--- src/rtl/tls_pkg.sv ---
// Shared constants and record type for the text line splitter.
`timescale 1ns / 1ps

package tls_pkg;

  // Counter widths
  localparam int OFFSET_BITS = 24;
  localparam int LENGTH_BITS = 16;

  // Result field widths
  localparam int IDX_W   = 24;
  localparam int START_W = 24;
  localparam int LEN_W   = 16;
  localparam int FNW_W   = 16;

  // Stream payload widths
  localparam int IN_TDATA_W  = 8;
  localparam int OUT_FIELD_W = IDX_W + START_W + LEN_W + FNW_W;
  localparam int OUT_TDATA_W = ((OUT_FIELD_W + 7) / 8) * 8;
  localparam int OUT_TUSER_W = 2;

  // Character codes
  localparam logic [7:0] CH_LF  = 8'h0A;
  localparam logic [7:0] CH_CR  = 8'h0D;
  localparam logic [7:0] CH_NUL = 8'h00;
  localparam logic [7:0] CH_SP  = 8'h20;
  localparam logic [7:0] CH_TAB = 8'h09;

  // Output queue sizing
  localparam int OQ_DEPTH = 8;
  localparam int OQ_AW    = $clog2(OQ_DEPTH);
  localparam int OQ_CW    = $clog2(OQ_DEPTH + 1);

  typedef logic [OFFSET_BITS-1:0] off_t;
  typedef logic [LENGTH_BITS-1:0] len_t;

  // One line record
  typedef struct packed {
    logic               last_line;
    logic               saturated;
    logic               is_text;
    logic [FNW_W-1:0]   first_nonwhite;
    logic [LEN_W-1:0]   line_length;
    logic [START_W-1:0] line_start;
    logic [IDX_W-1:0]   line_index;
  } tls_rec_t;

endpackage

--- src/rtl/text_line_splitter_core.sv ---
// Line splitter core: byte stream in, one record per text line out.
`timescale 1ns / 1ps

// Channel   Dir  Signals                              Payload
// in        in   in_tvalid/in_tready/in_tdata/user/last   byte, has_byte, end_of_buffer
// out       out  out_tvalid/out_tready/out_tdata/user/last line record
// cfg       in   cfg_valid/cfg_ready/cfg_data          preserve_cr
//
// One byte is taken per cycle while in_tready is high; an item is held in the input register,
// then its records (zero, one or two) land in an 8-entry output queue.
// An item ending on LF plus end of buffer gives two records.
// in_tready drops only while the output queue is near full (downstream stall).
// Reset (rst_n low, synchronous) empties the queue and clears all counters.

module text_line_splitter_core (
  input  logic                              clk,
  input  logic                              rst_n,
  // input stream
  input  logic                              in_tvalid,
  output logic                              in_tready,
  input  logic [tls_pkg::IN_TDATA_W-1:0]    in_tdata,   // [7:0] data_byte
  input  logic                              in_tuser,   // [0] has_byte
  input  logic                              in_tlast,   // end_of_buffer
  // result stream
  output logic                              out_tvalid,
  input  logic                              out_tready,
  output logic [tls_pkg::OUT_TDATA_W-1:0]   out_tdata,  // line_index, line_start,
                                                        // line_length, first_nonwhite
  output logic [tls_pkg::OUT_TUSER_W-1:0]   out_tuser,  // [0] is_text, [1] saturated
  output logic                              out_tlast,  // last_line
  // configuration
  input  logic                              cfg_valid,
  output logic                              cfg_ready,
  input  logic                              cfg_data    // preserve_cr
);
  import tls_pkg::*;

  localparam off_t OFF_MAX = '1;
  localparam len_t LEN_MAX = '1;

  // Build a record from line state
  function automatic tls_rec_t make_rec(off_t idx, off_t start, len_t len, len_t trail,
                                        len_t lead, logic text, logic sat, logic last,
                                        logic keep_cr);
    tls_rec_t r;
    len_t     l;
    l = len;
    if (!keep_cr) begin
      l = (trail >= len) ? '0 : len - trail;
    end
    r.line_index     = IDX_W'(idx);
    r.line_start     = START_W'(start);
    r.line_length    = LEN_W'(l);
    r.first_nonwhite = FNW_W'((lead < l) ? lead : l);
    r.is_text        = text;
    r.saturated      = sat;
    r.last_line      = last;
    return r;
  endfunction

  // Configuration
  logic preserve_cr_r;

  // Input register
  logic       in_valid_r;
  logic [7:0] in_byte_r;
  logic       in_has_r;
  logic       in_last_r;

  // Line and buffer state
  off_t off_r, off_nxt;
  off_t start_r, start_nxt;
  off_t idx_r, idx_nxt;
  len_t len_r, len_nxt;
  len_t trail_r, trail_nxt;
  len_t lead_r, lead_nxt;
  logic nws_r, nws_nxt;
  logic text_r, text_nxt;
  logic sat_r, sat_nxt;

  // Output queue
  tls_rec_t             oq_mem [OQ_DEPTH];
  logic [OQ_AW-1:0]     head_r, tail_r;
  logic [OQ_CW-1:0]     count_r;
  logic [OQ_CW:0]       need;

  // Step results
  off_t     off1, start1, idx1;
  len_t     len1, trail1, lead1;
  logic     nws1, text1, sat1, white;
  logic     push_a, push_b, pop;
  tls_rec_t rec_a, rec_b;
  logic [1:0] push_n;

  // Handshakes
  assign cfg_ready = 1'b1;
  assign pop       = out_tvalid && out_tready;
  // Room for the pending item and the new one, two records each at worst
  assign need      = {1'b0, count_r} + (in_valid_r ? (OQ_CW+1)'(4) : (OQ_CW+1)'(2));
  assign in_tready = (need <= (OQ_CW+1)'(OQ_DEPTH));

  // Per-byte update of line state
  always_comb begin
    off1   = off_r;
    start1 = start_r;
    idx1   = idx_r;
    len1   = len_r;
    trail1 = trail_r;
    lead1  = lead_r;
    nws1   = nws_r;
    text1  = text_r;
    sat1   = sat_r;
    push_a = 1'b0;
    rec_a  = '0;
    white  = (in_byte_r == CH_SP) || (in_byte_r == CH_TAB) || (in_byte_r == CH_CR);
    if (in_valid_r && in_has_r) begin
      if (off_r == OFF_MAX) sat1 = 1'b1;
      else off1 = off_r + 1'b1;
      if (in_byte_r == CH_LF) begin
        push_a = 1'b1;
        rec_a  = make_rec(idx_r, start_r, len_r, trail_r, lead_r, text_r, sat1, 1'b0,
                          preserve_cr_r);
        if (idx_r == OFF_MAX) sat1 = 1'b1;
        else idx1 = idx_r + 1'b1;
        start1 = off1;
        len1   = '0;
        trail1 = '0;
        lead1  = '0;
        nws1   = 1'b0;
      end else begin
        if (in_byte_r == CH_NUL) text1 = 1'b0;
        if (len_r == LEN_MAX) sat1 = 1'b1;
        else len1 = len_r + 1'b1;
        if (in_byte_r == CH_CR) begin
          if (trail_r == LEN_MAX) sat1 = 1'b1;
          else trail1 = trail_r + 1'b1;
        end else begin
          trail1 = '0;
        end
        if (!nws_r && white) begin
          if (lead_r == LEN_MAX) sat1 = 1'b1;
          else lead1 = lead_r + 1'b1;
        end else begin
          nws1 = 1'b1;
        end
      end
    end
    // End of buffer: final record from updated state
    push_b = in_valid_r && in_last_r;
    rec_b  = make_rec(idx1, start1, len1, trail1, lead1, text1, sat1, 1'b1, preserve_cr_r);
    push_n = {1'b0, push_a} + {1'b0, push_b};
    if (push_b) begin
      off_nxt   = '0;
      start_nxt = '0;
      idx_nxt   = '0;
      len_nxt   = '0;
      trail_nxt = '0;
      lead_nxt  = '0;
      nws_nxt   = 1'b0;
      text_nxt  = 1'b1;
      sat_nxt   = 1'b0;
    end else begin
      off_nxt   = off1;
      start_nxt = start1;
      idx_nxt   = idx1;
      len_nxt   = len1;
      trail_nxt = trail1;
      lead_nxt  = lead1;
      nws_nxt   = nws1;
      text_nxt  = text1;
      sat_nxt   = sat1;
    end
  end

  // Control and state registers
  always_ff @(posedge clk) begin
    if (!rst_n) begin
      preserve_cr_r <= 1'b0;
      in_valid_r    <= 1'b0;
      off_r         <= '0;
      start_r       <= '0;
      idx_r         <= '0;
      len_r         <= '0;
      trail_r       <= '0;
      lead_r        <= '0;
      nws_r         <= 1'b0;
      text_r        <= 1'b1;
      sat_r         <= 1'b0;
      head_r        <= '0;
      tail_r        <= '0;
      count_r       <= '0;
    end else begin
      if (cfg_valid && cfg_ready) preserve_cr_r <= cfg_data;
      in_valid_r <= in_tvalid && in_tready;
      off_r      <= off_nxt;
      start_r    <= start_nxt;
      idx_r      <= idx_nxt;
      len_r      <= len_nxt;
      trail_r    <= trail_nxt;
      lead_r     <= lead_nxt;
      nws_r      <= nws_nxt;
      text_r     <= text_nxt;
      sat_r      <= sat_nxt;
      tail_r     <= tail_r + OQ_AW'(push_n);
      if (pop) head_r <= head_r + 1'b1;
      count_r    <= count_r + OQ_CW'(push_n) - OQ_CW'(pop);
    end
  end

  // Input payload register
  always_ff @(posedge clk) begin
    if (in_tvalid && in_tready) begin
      in_byte_r <= in_tdata[7:0];
      in_has_r  <= in_tuser;
      in_last_r <= in_tlast;
    end
  end

  // Queue writes: first record at tail, second right after it
  always_ff @(posedge clk) begin
    if (push_a || push_b) oq_mem[tail_r] <= push_a ? rec_a : rec_b;
    if (push_a && push_b) oq_mem[tail_r + 1'b1] <= rec_b;
  end

  // Output side
  assign out_tvalid = (count_r != '0);
  assign out_tdata  = OUT_TDATA_W'({oq_mem[head_r].first_nonwhite,
                                    oq_mem[head_r].line_length,
                                    oq_mem[head_r].line_start,
                                    oq_mem[head_r].line_index});
  assign out_tuser  = {oq_mem[head_r].saturated, oq_mem[head_r].is_text};
  assign out_tlast  = oq_mem[head_r].last_line;

`ifndef SYNTHESIS
  // Queue never overfills
  a_oq_bound: assert property (@(posedge clk) disable iff (!rst_n)
    count_r <= OQ_CW'(OQ_DEPTH))
    else $error("output queue overflow");

  // A pending item always finds room for two records
  a_room: assert property (@(posedge clk) disable iff (!rst_n)
    in_valid_r |-> (count_r <= OQ_CW'(OQ_DEPTH - 2)))
    else $error("pending item without queue room");

  // End of buffer returns buffer state to its start values
  a_buf_clear: assert property (@(posedge clk) disable iff (!rst_n)
    (in_valid_r && in_last_r) |=> (off_r == '0 && idx_r == '0 && text_r && !sat_r))
    else $error("buffer state not cleared after end of buffer");

  // Records pushed show up in the count
  a_count: assert property (@(posedge clk) disable iff (!rst_n)
    (push_a && push_b && !pop) |=> (count_r == $past(count_r) + OQ_CW'(2)))
    else $error("queue count mismatch on double push");
`endif

endmodule
--- config.mk ---
export PLATFORM = sky130hd
export DESIGN_NAME = text_line_splitter_core
export DESIGN_NICKNAME = d
export VERILOG_FILES = /design/src/rtl/tls_pkg.sv /design/src/rtl/text_line_splitter_core.sv
export SDC_FILE = /design/constraint.sdc
export NUM_CORES = 2
export LEC_CHECK = 0
export BUFFER_PORTS_ARGS = -buffer_cell sky130_fd_sc_hd__clkbuf_2
export CAP_MARGIN = 10
export CORE_MARGIN = 2
export CORE_UTILIZATION = 63
export DETAILED_ROUTE_END_ITERATION = 8
export PLACE_DENSITY = 0.81
export SYNTH_ARGS = -nofsm -noshare
export SYNTH_HDL_FRONTEND = slang
export SYNTH_SLANG_ARGS = --single-unit
export TNS_END_PERCENT = 10
--- constraint.sdc ---
create_clock -name clk -period 8.6 [get_ports clk]
set_input_delay 2.15 -clock clk [delete_from_list [all_inputs] [get_ports clk]]
set_output_delay 2.15 -clock clk [all_outputs]
set_load 0.005 [all_outputs]
After elaboration in Yosys (flattened, before gate mapping)
Memories as Yosys holds them, arrays and structs flattened. A register that Yosys moved wholly into a read port is not among the register bits.
Index checks and enable logic that the tools add are counted.
{ "word_totals": {"reg_bits": 145, "memories": 1, "inputBits": 16, "ramBits": 664, "elab_cells": 113} }
{ "classes": {"n_eq_ne": 10, "n_bitwise": 1, "reduce_logical": 14, "magnitude_cmp": 5, "muxes": 51, "addsub": 14} }
{ "memory_table": {"columns": ["name", "words", "word_bits", "read_ports", "rd_clocked_by_memory_dff", "write_ports", "line", "rtl"], "rows": [
  ["oq_mem", 8, 83, 1, 1, 2, "text_line_splitter_core.sv:82", "tls_rec_t oq_mem [OQ_DEPTH];"]
]} }
{ "op_table": {"columns": ["op", "n"], "rows": [
  ["2-to-1 mux 16 bit", 19],
  ["2-to-1 mux 82 bit", 2],
  ["2-to-1 mux 24 bit", 6],
  ["2-to-1 mux 83 bit", 1],
  ["adder 16 x 1 -> 16 bit, second input constant", 3],
  ["adder 24 x 1 -> 24 bit, second input constant", 2],
  ["equality test 16 bit, second input constant", 3],
  ["equality test 24 bit, second input constant", 2],
  [">= comparator 16 bit", 2],
  ["< comparator 16 bit", 2],
  ["subtractor 16 bit", 2],
  ["equality test 8 x 4 -> 1 bit, second input constant", 3],
  ["2-to-1 mux 1 bit", 20],
  ["2-to-1 mux 3 bit", 3],
  ["equality test 8 x 6 -> 1 bit, second input constant", 1],
  ["logical NOT 8 bit", 1],
  ["adder 3 x 1 -> 3 bit, second input constant", 2],
  ["logical AND 1 bit", 6],
  ["adder 4 x 3 -> 5 bit", 1],
  ["less-or-equal comparator 5 x 4 -> 1 bit, second input constant", 1],
  ["adder 4 x 2 -> 4 bit", 1],
  ["nonzero test 4 bit", 1],
  ["subtractor 4 x 1 -> 4 bit", 1],
  ["adder 3 x 2 -> 3 bit", 1],
  ["other kinds (7)", 9]
]} }

Longest topological paths before layout
{ "depth": {"word_depth": 11, "depth_mapped": 28, "ltp_nobuf": 25} }

Worst setup path after synthesis
OpenSTA, ideal clock, no wires.
{ "synth_path": {"kind": "register to register", "startpoint": "register in_byte_r[2]", "endpoint": "memory oq_mem[1][77] (netlist bit), data pin", "path_stages_with_launch": 28, "n_path_buf": 8, "slack_ns": 1.185, "arrival_ns": 7.136, "required_time_ns": 8.321, "setup_ns": 0.279, "path_cell_list": "edfxtp_1 > nor4b_1 > and4_1 > clkbuf_1 > clkbuf_1 > buf_2 > buf_1 > buf_1 > buf_1 > nor2_1 > ha_1 > and4_1 > a21boi_0 > nor2_1 > o31ai_1 > nand2_1 > o21ai_0 > clkinv_1 > ha_1 > nand4_1 > a2111oi_0 > o2111ai_1 > a31o_2 > clkbuf_2 > and2_4 > buf_6 > o21ai_2 > o22ai_1"} }
{ "synth_rtl": {"columns": ["item", "line", "rtl"], "rows": [
  ["start: declaration", "text_line_splitter_core.sv:66", "logic [7:0] in_byte_r;"],
  ["start signal: assignment", "text_line_splitter_core.sv:213", "in_byte_r <= in_tdata[7:0];"],
  ["end: declaration", "text_line_splitter_core.sv:82", null]
]} }

==> flow_summary_export.csv <==
group,metric,value,unit
layout,final_common_cell,"edfxtp_1",
layout,syn2layout_area_growth,9.509,%
grt,grt_first_pass_wirelength,199100,um
power_and_ir_drop,p_sw,3.364,mW
sta,tightestPinTransition,1247,ps
clock_network,post-cts-setup-buffer-count,0,
grt,grt.overflow.total,0,
floorplan,die_x,265.1,um
sta,hold_violations,0,
grt,first_global_vias,33040,
yosys,synth_edf_count,666,
power_and_ir_drop,swShare,30.29,%
clock_network,cts_sinks,812,
layout,final.fill_count,4518,
clock_network,cts_tree,"built",
route,drt_iter0_markers,5708,
min_path,hold_path_depth,1,
power_and_ir_drop,p_int,7.741,mW
run_status,run_status,"finished, final reports clean",
worst_setup_path,slowest_stage,"o21ai_0",
yosys,ys.flop_type,"edfxtp_1",
worst_setup_path,r2r_cells,24,
route,dr.pass1.iters,7,
route,vias,34010,
layout,drive_gt1_share,16.91,%
worst_setup_path,crit_cells,24,
worst_setup_path,crit_family,"compound AO/OA/AOI/OAI gates",
floorplan,ioPinCount,102,
grt,track_usage,37.59,%
sta,relSlewSlack,16.88,%
clock_network,clockBufferDepth,3,
clock_network,ctsResizeCount,0,
sta,holdWs,471.9,ps
worst_setup_path,cp_max_fo,22,
floorplan,rows,95,
power_and_ir_drop,ir_worst_vdd,0.0001714,V
clock_network,ctsHoldBuffers,0,
floorplan,initial_core_util,63.82,%
min_path,holdCritPathClass,"flop to flop",
floorplan,design.die.area,70250,um^2
sta,maxSlewViolCount,0,
flow_run,drv_cap,0,
yosys,synth_cells,3771,
worst_setup_path,crit_chain,"nand4_1 > nor4_1 > and2_1 > a21oi_1 > and3_1 > xnor2_1 > nand2_1 > ha_1 > and4_1 > a21boi_0 > nor2_1 > o31ai_1 > nand2_1 > o21ai_0 > clkinv_1 > ha_1 > nand4_1 > a2111oi_0 > buf_4 > o2111ai_1 > a31o_2 > and2_4 > o21ai_2 > o22ai_1",
place,place_congestion,1.026,
sta,rsz0062_at_grt,"no",
route,post_drt_wl_per_cell,28.72,um
power_and_ir_drop,p_leak,15.38,nW
clock_network,cts.clk_slew.worst_paths,60,ps
grt,grt_max_degree,71,
power_and_ir_drop,total_power,11.11,mW
yosys,synth.cell_area,42930,um^2
yosys,synth-seq-area-share,53.39,%
worst_setup_path,arrival,8300,ps
clock_network,worstSkewPairLatency,650,ps
power_and_ir_drop,combPwrFrac,25.6,%
route,drt_wl_total,133500,um
sta,min_period_over_period,92.43,%
power_and_ir_drop,clkPwrFrac,34.8,%
yosys,ys_async_sr_fraction,0,%
floorplan,dieHeight,265.1,um
yosys,synth_cell_types,84,
route,ant_nets,0,
route,viasPerCell,7.317,
layout,layout_common_cells,"edfxtp_1 (666), nand2_1 (456), o21ai_0 (318), o22ai_1 (240), nor2_1 (192)",
sta,min_period,7949,ps
yosys,yosys_warnings,0,
sta,skew,27.79,ps
worst_setup_path,critPathCaptureType,"flop",
yosys,ys_ff_latch,812,
yosys,synth_area_per_cell,11.39,um^2
yosys,synthesis.nets,3872,
clock_network,root_buffer,"clkbuf_16",
sta,max_freq,125.8,MHz
worst_setup_path,crit_type,"flop to flop",
grt,antenna_found_initial,4,
sta,fin_tns_setup,0,ps
floorplan,coreArea,67280,um^2
worst_setup_path,critical_path_buf_inv_count,2,
clock_network,cts_buffers,84,
power_and_ir_drop,power_density,236.2,nW/um^2
layout,nNetsFinal,3804,
worst_setup_path,worstPathRequired,8950,ps
worst_setup_path,start_kind,"flop",
place,io_buffers,100,
clock_network,h-tree-depth,3,
route,drc,0,
power_and_ir_drop,pwr-share-seq,39.7,%
worst_setup_path,slowest_delay,630,ps
sta,setup_violations,0,
place,hpwlAfterDp,76850,um
==> area by class of cell <==
| cell class | count | area (um^2) | area share (%) |
|---|---|---|---|
| well taps | 873 | 1092 | 2.323 |
| clock buffers | 110 | 2354 | 5.006 |
| repair buffers | 172 | 1066 | 2.267 |
| flip-flops and latches | 812 | 22930 | 48.78 |
| multi-input cells | 2540 | 18660 | 39.69 |
| clock inverters | 47 | 558.0 | 1.187 |
| diodes | 1 | 2.502 | 0.005322 |
| inverters | 93 | 349.1 | 0.7425 |
==> cell families after synthesis <==
group	Yosys count	share of synthesized area [%]
fa+ha+maj	85	2.565
compound gates	1062	15.88
other cells	1	0.008734
mux	278	11.57
flops	812	53.39
buf+inv	419	3.730
xor+xnor	113	2.305
simple gates	1001	10.55
==> worst reg2reg max path, stage by stage (launching register included) <==
cell       delay, ps
dfxtp_1          400
nand4_1          180
nor4_1           500
and2_1           290
a21oi_1          220
and3_1           320
xnor2_1          220
nand2_1           90
ha_1             410
and4_1           260
a21boi_0         360
nor2_1           160
o31ai_1          450
nand2_1          180
o21ai_0          630
clkinv_1         450
ha_1             420
nand4_1          140
a2111oi_0        400
buf_4            220
o2111ai_1        120
a31o_2           390
and2_4           350
o21ai_2          350
o22ai_1          170
==> per-stage QoR <==
stage	cell area, um^2	setup slack [ps]	instances	util [%]
floorplan	42930	1185	3771	-
global placement	44100	1112	4490	65.55
detailed placement	44100	877.8	4490	65.55
CTS	47010	836.2	4647	69.88
global route	47010	111.4	4647	69.88
finish	47020	650.8	4648	69.88
==> routing by layer <==
metal / track usage (%) / vias to the layer above / part of all wire (%)
met2: 56.16 / 2984 / 44
met4: 17.94 / 2 / 5.0
met5: 0 / - / 0.015
met1: 50.65 / 16130 / 35
li1: - / 14350 / -
met3: 11.49 / 542 / 16
==> state kept, by name, summed over array words and instances, names as in the netlist, named ones only <==
name	count
tail_r	3
idx_r	24
in_valid_r	1
in_last_r	1
off_r	24
head_r	3
sat_r	1
preserve_cr_r	1
len_r	16
lead_r	16
start_r	24
trail_r	16
count_r	4
in_has_r	1
oq_mem	664
text_r	1
nws_r	1
in_byte_r	8
==> power by group through the flow <==
stage	sequential, mW	combinational, mW	clock (mW)
2_1_floorplan	4.42	1.98	0
3_3_place_gp	4.48	2.73	0
3_5_place_dp	4.49	2.76	0
4_1_cts	4.40	2.79	3.84
5_1_grt	4.41	3.02	3.99
6_report	4.40	2.84	3.86
==> synth_stat cells, types with 11 or more instances <==
cell,number,area [um^2]
o21a_1,20,150.1
clkinv_1,11,41.29
a22o_1,90,788.3
nor4_1,22,137.6
o21ai_1,16,80.08
clkbuf_1,264,991.0
or3_1,15,93.84
a31oi_1,44,275.3
o32ai_1,14,122.6
nand4_1,31,193.9
nand3_1,77,385.4
mux2_2,87,979.7
edfxtp_1,666,20000
and3_1,30,187.7
and2_1,33,206.5
o22ai_1,240,1501
xnor2_1,78,683.2
mux2i_1,25,250.2
o31ai_1,77,578.1
o21ai_0,318,1592
nand2_1,469,1760
nor2b_1,19,118.9
o211ai_1,16,120.1
nand2b_1,12,75.07
inv_1,81,304.0
xor2_1,35,306.5
nor3_1,44,220.2
buf_1,50,187.7
nor2_1,199,747.0
a21o_1,22,165.2
ha_1,80,1001
dfxtp_1,146,2923
a21oi_1,104,520.5
mux4_2,166,3739
==> worst paths after layout <==
kind / from / end / slack (ps)
worst max-delay path: trail_r[6] / oq_mem[1][77] / 650
worst min register to register: oq_mem[1][82] / oq_mem[1][82] / 470
worst min-delay path: oq_mem[1][82] / oq_mem[1][82] / 470
worst max register to register: trail_r[6] / oq_mem[1][77] / 650
No activity file was read; power rests on OpenSTA's default activity.
